### src/sv/assert_macros.svh
// Assertion macros used by the RTL file bss_ctrl.sv.
`ifndef ASSERT_MACROS_SVH
`define ASSERT_MACROS_SVH
`ifndef SYNTHESIS
`define ASSERT_ALWAYS(lbl, clk, rst_n, cond, msg) \
  lbl: assert property (@(posedge clk) disable iff (!rst_n) (cond)) else $error(msg);
`define ASSERT_IMPL(lbl, clk, rst_n, ante, cons, msg) \
  lbl: assert property (@(posedge clk) disable iff (!rst_n) (ante) |-> (cons)) else $error(msg);
`define ASSERT_NEXT(lbl, clk, rst_n, ante, cons, msg) \
  lbl: assert property (@(posedge clk) disable iff (!rst_n) (ante) |=> (cons)) else $error(msg);
`else
`define ASSERT_ALWAYS(lbl, clk, rst_n, cond, msg)
`define ASSERT_IMPL(lbl, clk, rst_n, ante, cons, msg)
`define ASSERT_NEXT(lbl, clk, rst_n, ante, cons, msg)
`endif
`endif

### src/sv/bss_pkg.sv
package bss_pkg;

  localparam int TABLE_DEPTH = 64;
  localparam int IDX_W       = $clog2(TABLE_DEPTH);
  localparam int CNT_W       = 7;
  localparam int PTR_W       = IDX_W + 2;
  localparam int DATA_W      = 32;
  localparam int IN_TDATA_W  = ((IDX_W + 2 * DATA_W + 7) / 8) * 8;
  localparam int OUT_TDATA_W = ((1 + IDX_W + 7) / 8) * 8;

  localparam logic CMD_WRITE  = 1'b0;
  localparam logic CMD_SEARCH = 1'b1;

  typedef logic [IDX_W-1:0]         idx_t;
  typedef logic [CNT_W-1:0]         cnt_t;
  typedef logic signed [PTR_W-1:0]  ptr_t;
  typedef logic signed [DATA_W-1:0] word_t;

  typedef struct packed {
    logic we;
    idx_t addr;
    word_t wdata;
  } ram_req_t;

endpackage

### src/sv/bss_ram.sv
module bss_ram #(
  parameter int WIDTH = 32,
  parameter int DEPTH = 64
) (
  input  logic                     clk,
  input  logic                     we,
  input  logic [$clog2(DEPTH)-1:0] addr,
  input  logic [WIDTH-1:0]         wdata,
  output logic [WIDTH-1:0]         rdata
);

  logic [WIDTH-1:0] mem [DEPTH];
  logic [WIDTH-1:0] rdata_r;

  always_ff @(posedge clk) begin
    if (we) begin
      mem[addr] <= wdata;
    end
    rdata_r <= mem[addr];
  end

  assign rdata = rdata_r;

endmodule

### src/sv/bss_ctrl.sv
`include "assert_macros.svh"

module bss_ctrl (
  input  logic                           clk,
  input  logic                           rst_n,
  input  bss_pkg::cnt_t                  count,
  input  logic                           in_tvalid,
  output logic                           in_tready,
  input  logic                           in_cmd,
  input  bss_pkg::idx_t                  in_index,
  input  bss_pkg::word_t                 in_value,
  input  bss_pkg::word_t                 in_key,
  output bss_pkg::ram_req_t              ram_req,
  input  logic [bss_pkg::DATA_W-1:0]     ram_rdata,
  output logic                           out_tvalid,
  input  logic                           out_tready,
  output logic                           out_found,
  output bss_pkg::idx_t                  out_position
);
  import bss_pkg::*;

  localparam logic [1:0] ST_IDLE   = 2'd0;
  localparam logic [1:0] ST_SEARCH = 2'd1;
  localparam logic [1:0] ST_DONE   = 2'd2;

  logic [1:0] state_r, state_nxt;
  ptr_t       lo_r, lo_nxt, hi_r, hi_nxt;
  idx_t       mid_r, mid_nxt;
  word_t      key_r, key_nxt;
  logic       found_r, found_nxt;
  idx_t       pos_r, pos_nxt;
  logic       out_valid_r, out_valid_nxt;
  logic       out_found_r, out_found_nxt;
  idx_t       out_pos_r, out_pos_nxt;

  logic       accept;
  ptr_t       hi_init;
  ptr_t       mid_ext;
  ptr_t       lo_step, hi_step, sum;
  word_t      probe;
  logic       out_free;

  assign in_tready = (state_r == ST_IDLE);
  assign accept    = in_tvalid && in_tready;
  assign hi_init   = $signed({1'b0, count}) - ptr_t'(1);
  assign mid_ext   = $signed({2'b00, mid_r});
  assign probe     = $signed(ram_rdata);
  assign out_free  = !out_valid_r || out_tready;

  always_comb begin
    state_nxt     = state_r;
    lo_nxt        = lo_r;
    hi_nxt        = hi_r;
    mid_nxt       = mid_r;
    key_nxt       = key_r;
    found_nxt     = found_r;
    pos_nxt       = pos_r;
    out_valid_nxt = out_valid_r && !out_tready;
    out_found_nxt = out_found_r;
    out_pos_nxt   = out_pos_r;
    lo_step       = lo_r;
    hi_step       = hi_r;
    sum           = '0;
    ram_req.we    = 1'b0;
    ram_req.addr  = mid_r;
    ram_req.wdata = in_value;

    unique case (state_r)
      ST_IDLE: begin
        ram_req.addr = in_index;
        if (accept) begin
          if (in_cmd == CMD_WRITE) begin
            ram_req.we = 1'b1;
          end else begin
            key_nxt      = in_key;
            lo_nxt       = '0;
            hi_nxt       = hi_init;
            mid_nxt      = hi_init[IDX_W:1];
            ram_req.addr = hi_init[IDX_W:1];
            found_nxt    = 1'b0;
            pos_nxt      = '0;
            // empty table: answer at once
            state_nxt    = (count == '0) ? ST_DONE : ST_SEARCH;
          end
        end
      end
      ST_SEARCH: begin
        if (probe == key_r) begin
          found_nxt = 1'b1;
          pos_nxt   = mid_r;
          state_nxt = ST_DONE;
        end else begin
          if (probe < key_r) begin
            lo_step = mid_ext + ptr_t'(1);
          end else begin
            hi_step = mid_ext - ptr_t'(1);
          end
          lo_nxt = lo_step;
          hi_nxt = hi_step;
          sum    = lo_step + hi_step;
          if (lo_step > hi_step) begin
            state_nxt = ST_DONE;
          end else begin
            mid_nxt      = sum[IDX_W:1];
            ram_req.addr = sum[IDX_W:1];
          end
        end
      end
      ST_DONE: begin
        if (out_free) begin
          out_valid_nxt = 1'b1;
          out_found_nxt = found_r;
          out_pos_nxt   = found_r ? pos_r : '0;
          state_nxt     = ST_IDLE;
        end
      end
      default: begin
        state_nxt = ST_IDLE;
      end
    endcase
  end

  always_ff @(posedge clk) begin
    if (!rst_n) begin
      state_r     <= ST_IDLE;
      out_valid_r <= 1'b0;
    end else begin
      state_r     <= state_nxt;
      out_valid_r <= out_valid_nxt;
    end
  end

  always_ff @(posedge clk) begin
    lo_r        <= lo_nxt;
    hi_r        <= hi_nxt;
    mid_r       <= mid_nxt;
    key_r       <= key_nxt;
    found_r     <= found_nxt;
    pos_r       <= pos_nxt;
    out_found_r <= out_found_nxt;
    out_pos_r   <= out_pos_nxt;
  end

  assign out_tvalid   = out_valid_r;
  assign out_found    = out_found_r;
  assign out_position = out_pos_r;

  `ASSERT_IMPL(a_write_only_idle, clk, rst_n, ram_req.we, state_r == ST_IDLE,
               "table write outside idle")
  `ASSERT_IMPL(a_mid_in_window, clk, rst_n, state_r == ST_SEARCH,
               (lo_r <= mid_ext) && (mid_ext <= hi_r), "probe outside search window")
  `ASSERT_IMPL(a_miss_pos_zero, clk, rst_n, out_valid_r && !out_found_r,
               out_pos_r == '0, "miss reports nonzero position")
  `ASSERT_NEXT(a_done_loads, clk, rst_n, (state_r == ST_DONE) && out_free,
               out_valid_r && (state_r == ST_IDLE), "finished search not delivered")

endmodule

### src/sv/binary_search_sorted_table_top.sv
// Channel | Direction | Handshake           | Payload
// in      | slave     | in_tvalid/in_tready | tuser: command; tdata: index, value, key
// out     | master    | out_tvalid/out_tready | tdata: found, position
// cfg     | slave     | cfg_valid/cfg_ready | cfg_data: entry_count
//
// A write request updates the table RAM when it is accepted. A search makes
// at most log2(count) + 1 probes; the single-port table RAM gives one probe
// per cycle.
// Reset clears the entry count and control state; table contents are undefined.
// A result waits in the output register; a search that finishes while it is
// full holds until it frees, and no new request is taken meanwhile.
module binary_search_sorted_table_top (
  input  logic                             clk,
  input  logic                             rst_n,
  input  logic                             in_tvalid,
  output logic                             in_tready,
  input  logic [bss_pkg::IN_TDATA_W-1:0]   in_tdata,  // entry_index, entry_value, search_key, pad
  input  logic [0:0]                       in_tuser,  // command
  output logic                             out_tvalid,
  input  logic                             out_tready,
  output logic [bss_pkg::OUT_TDATA_W-1:0]  out_tdata, // found, position, pad
  input  logic                             cfg_valid,
  output logic                             cfg_ready,
  input  bss_pkg::cnt_t                    cfg_data
);
  import bss_pkg::*;

  cnt_t     count_r, count_nxt;
  cnt_t     count_sat;
  ram_req_t ram_req;
  logic [DATA_W-1:0] ram_rdata;
  logic     found;
  idx_t     position;

  assign cfg_ready = 1'b1;
  assign count_nxt = (cfg_valid && cfg_ready) ? cfg_data : count_r;
  assign count_sat = (count_r > cnt_t'(TABLE_DEPTH)) ? cnt_t'(TABLE_DEPTH) : count_r;

  always_ff @(posedge clk) begin
    if (!rst_n) begin
      count_r <= '0;
    end else begin
      count_r <= count_nxt;
    end
  end

  bss_ram #(
    .WIDTH(DATA_W),
    .DEPTH(TABLE_DEPTH)
  ) u_ram (
    .clk  (clk),
    .we   (ram_req.we),
    .addr (ram_req.addr),
    .wdata(ram_req.wdata),
    .rdata(ram_rdata)
  );

  bss_ctrl u_ctrl (
    .clk         (clk),
    .rst_n       (rst_n),
    .count       (count_sat),
    .in_tvalid   (in_tvalid),
    .in_tready   (in_tready),
    .in_cmd      (in_tuser[0]),
    .in_index    (in_tdata[IDX_W-1:0]),
    .in_value    (in_tdata[IDX_W+DATA_W-1:IDX_W]),
    .in_key      (in_tdata[IDX_W+2*DATA_W-1:IDX_W+DATA_W]),
    .ram_req     (ram_req),
    .ram_rdata   (ram_rdata),
    .out_tvalid  (out_tvalid),
    .out_tready  (out_tready),
    .out_found   (found),
    .out_position(position)
  );

  assign out_tdata = {{(OUT_TDATA_W-1-IDX_W){1'b0}}, position, found};

endmodule
### config.mk
export PLATFORM = sky130hd
export DESIGN_NAME = binary_search_sorted_table_top
export DESIGN_NICKNAME = d
export VERILOG_FILES = /design/src/sv/bss_pkg.sv /design/src/sv/bss_ram.sv /design/src/sv/bss_ctrl.sv /design/src/sv/binary_search_sorted_table_top.sv
export VERILOG_INCLUDE_DIRS = /design/src /design/src/sv
export SDC_FILE = /design/constraint.sdc
export NUM_CORES = 2
export LEC_CHECK = 0
export ABC_AREA = 1
export BUFFER_PORTS_ARGS = -buffer_cell sky130_fd_sc_hd__buf_4
export CORE_ASPECT_RATIO = 1.25
export CORE_MARGIN = 2
export CORE_UTILIZATION = 35
export DETAILED_ROUTE_END_ITERATION = 7
export PLACE_DENSITY = 0.58
export SLEW_MARGIN = 10
export SYNTH_ARGS = -nofsm -noshare
export SYNTH_HDL_FRONTEND = slang
export SYNTH_SLANG_ARGS = --single-unit
export TNS_END_PERCENT = 1
### constraint.sdc
create_clock -name clk -period 21 [get_ports clk]
set_clock_uncertainty 0.05 [all_clocks]
set_input_delay 4.2 -clock clk [delete_from_list [all_inputs] [get_ports clk]]
set_output_delay 4.2 -clock clk [all_outputs]
set_load 0.005 [all_outputs]
==> results.md <==
- Routed length per instance: 21.0 um
- Top-count cell post-synth: nand2_1
- Die area: about 260000 um^2
- Via count: approximately 57000
- Cells after Synth: a little over 8000
- Pwr per Cell Area: 161 nW/um^2
- Post-CTS Resized: 0
- Outcome: complete, no violations
- Fin. max-slew vios: 0
- Sequential area share after synthesis: 0.723
- # hold bufs at CTS: 0
- Vias in the first global route: 53796
- Clock Path Buffers: 3
- EDFF count, synth: 2116
- # H-tree levels: 4
- Arrival @ worst endpoint: between 10 and 15 ns
- Top cell type by total area after synthesis: edfxtp_1
- Final hold viol count: 0
- DR DRC count: 0
- RSZ-0062 raised after global routing: false
- HP Start: count_r[4]$_SDFFE_PN0P_
- Hold_ws: 0.428 ns
- Final cycle utilization of the critical path: 0.472
- Top-area cell type share of the netlist area: 0.714
- Crit end category: register
- Final #Nets: 8327
- Slew @ Worst Pin: ~1.1 ns
- Via density: 4.88
- Total gr overflow: 0
- Commonest cells post-synth: 4756 x nand2_1, 2116 x edfxtp_1, 224 x o21ai_1
- Net count after synthesis: 8298
- Max Cap Viol: 0
- Initial DRC Count: 5576
- DP HPWL: ~130000 um
- Startpoint types: primary input
- Number of routed nets with antenna violations: 0
- Pin count of the biggest net entering global routing: 183
- TritonCTS buffer count: 200
- Crit Reg-Reg Startpoint: u_ram.rdata[31]$_DFF_P_
- Drt pass-1 iters: 6
- Cell Rows: 207
- R2R depth: 32
- Crit Path Class: primary input to register
- Worst-path maximum fanout: 153
- Sink Count: ~2200
- Starting Density: 0.351
- Setup crit start: in_tuser
- Final setup vio count: 0
- Worst skew pair latency: 0.86 ns
- Netlist cell types: 41
- Static leakage: 39.6 nW
- Worst slew margin: 0.244
- Area growth syn-to-layout: 12.0%
- Setup bufs post-CTS: 0
- Clock tree from TritonCTS: done
- Num ports: 96
- Routability Congestion: around 0.82
- Final core occ: 0.393
- Asr flop ratio synth: 0
- Main synth FF type: edfxtp_1
- Avg Cell Area, Syn: 10.9 um^2
- Syn. warnings: 0
- DRT Wirelength: 246000 um
- Gr usage total: 0.186
- R2R Setup Slk: around 12 ns
- Fin crit period: about 10 ns
- Hold path cells: 2
- First-pass GRT wire length: 356000 um
- Setup TNS: 0 ns
- Tightest Hold Check Type: register to register
- Clk root buf: clkbuf_16
- Max Fclk: 101 MHz
- Worst reg2reg endpoint: u_ram.rdata[23]$_DFF_P_
- Core area: 254000 um^2
- Synth Register Bits: 2158
- WHS Endpoint: count_r[4]$_SDFFE_PN0P_
- CTS clk-pin slew, worst paths: 0.07 ns
- Peak VDD IR: 0.198 mV
- Chip Height: 568 um
- Synth Cell Area: 89000 um^2
- Die W: about 460 um
- Synth top area cells: edfxtp_1 71%, nand2_1 20%, o21ai_1 1.3%, buf_2 1.0%, dfxtp_1 0.94%
- IO buf count: 91
- CP required: around 22 ns
- Initial antenna violation count: 10
- Layout cells sized above 1: 0.0727
sequential cells by signal (all words and copies together), names as in the netlist:
name	cells
u_ctrl.out_position	6
count_r	7
u_ctrl.out_found	1
u_ctrl.mid_r	6
u_ctrl.out_tvalid	1
u_ctrl.pos_r	6
u_ctrl.found_r	1
u_ram.rdata	32
u_ctrl.hi_r	8
u_ctrl.state_r	2
u_ram.mem	2048
u_ctrl.key_r	32
u_ctrl.lo_r	8
metal layers:
metal / GRT usage / wire (um)
met4: 0.0623 / 8040
met2: 0.322 / 122000
met1: 0.238 / 101000
met5: 0 / 0
met3: 0.0258 / 15100
cell families (layout without fill, tap and decap cells):
logic type	after synthesis	count (layout)	share of synthesized area
AOI/OAI and AO/OA	314	314	0.0183
adders and majority gates	50	50	0.00711
xor gates and xnor gates	13	13	0.00128
buffers and inverters	496	695	0.0296
DFF	2158	2158	0.723
and+or+nand+nor	5130	5130	0.220
other	2	7	0.0000844
where the power goes:
| group | switching (mW) | internal, mW | total [mW] | leakage [nW] |
|---|---|---|---|---|
| Combinational | 5.60 | 1.80 | 7.40 | 17.0 |
| Clock | 1.60 | 2.02 | 3.62 | 3.17 |
| Sequential | 0.0877 | 4.96 | 5.04 | 19.4 |
| Total | 7.29 | 8.77 | 16.1 | 39.6 |
cells in the final DEF, fill, tap and decap left out, types with 48 or more instances in the layout:
| master | count |
|---|---|
| buf_4 | 199 |
| clkbuf_16 | 201 |
| clkinv_1 | 48 |
| edfxtp_1 | 2116 |
| ha_1 | 49 |
| inv_1 | 97 |
| nand2_1 | 4755 |
| nand3_1 | 94 |
| nor2_1 | 144 |
| nor2_4 | 65 |
| o21ai_1 | 224 |
how the worst max path moves through the flow:
stage	endpoint	slack, ns	depth (start not counted)
after floorplan	u_ram.mem[61][0]$_DFFE_PP_	9.73	11
after global routing	u_ram.rdata[23]$_DFF_P_	10.60	21
after CTS	u_ram.rdata[23]$_DFF_P_	11.12	21
after global placement	u_ram.rdata[23]$_DFF_P_	10.22	21
final	u_ram.rdata[23]$_DFF_P_	11.08	21
after detailed placement	u_ram.rdata[23]$_DFF_P_	10.21	21
worst max-delay path, cell delays in order:
cell	delay (ns)
buf_4	0.08
nand2_1	0.13
nor2_4	0.80
clkinv_1	0.53
nand2_1	0.15
o21ai_0	0.09
a21oi_1	0.19
nand2_2	0.20
nand2_8	0.44
buf_4	0.57
buf_12	0.53
buf_4	0.67
buf_4	0.68
nand2_1	0.10
nand2_1	0.10
nand2_1	0.04
nand2_1	0.11
o21ai_1	0.10
nand2_1	0.24
nor2_1	0.24
nand2_1	0.14
area by class of cell:
type                       count  area [um^2]
antenna                        5         12.5
clock buffer                 248         5230
clock inverter               124         1220
fill                       23772       154000
inverter                     118          470
multi-input combinational   5509        22500
sequential                  2158        64400
tap                         3344         4180
timing repair buffer         205         1610
metrics by stage:
step           cell area (um^2)  instances  setup WS (ns)  power [mW]
2_1_floorplan             89000       8163           9.73        10.2
3_3_place_gp              93200      11334          10.22        12.5
3_5_place_dp              93200      11334          10.21        12.5
4_1_cts                   99600      11706          11.12        16.1
5_1_grt                   99600      11711          10.60        17.1
6_report                  99600      11711          11.08        16.1
(Power assumes the default switching activity.)
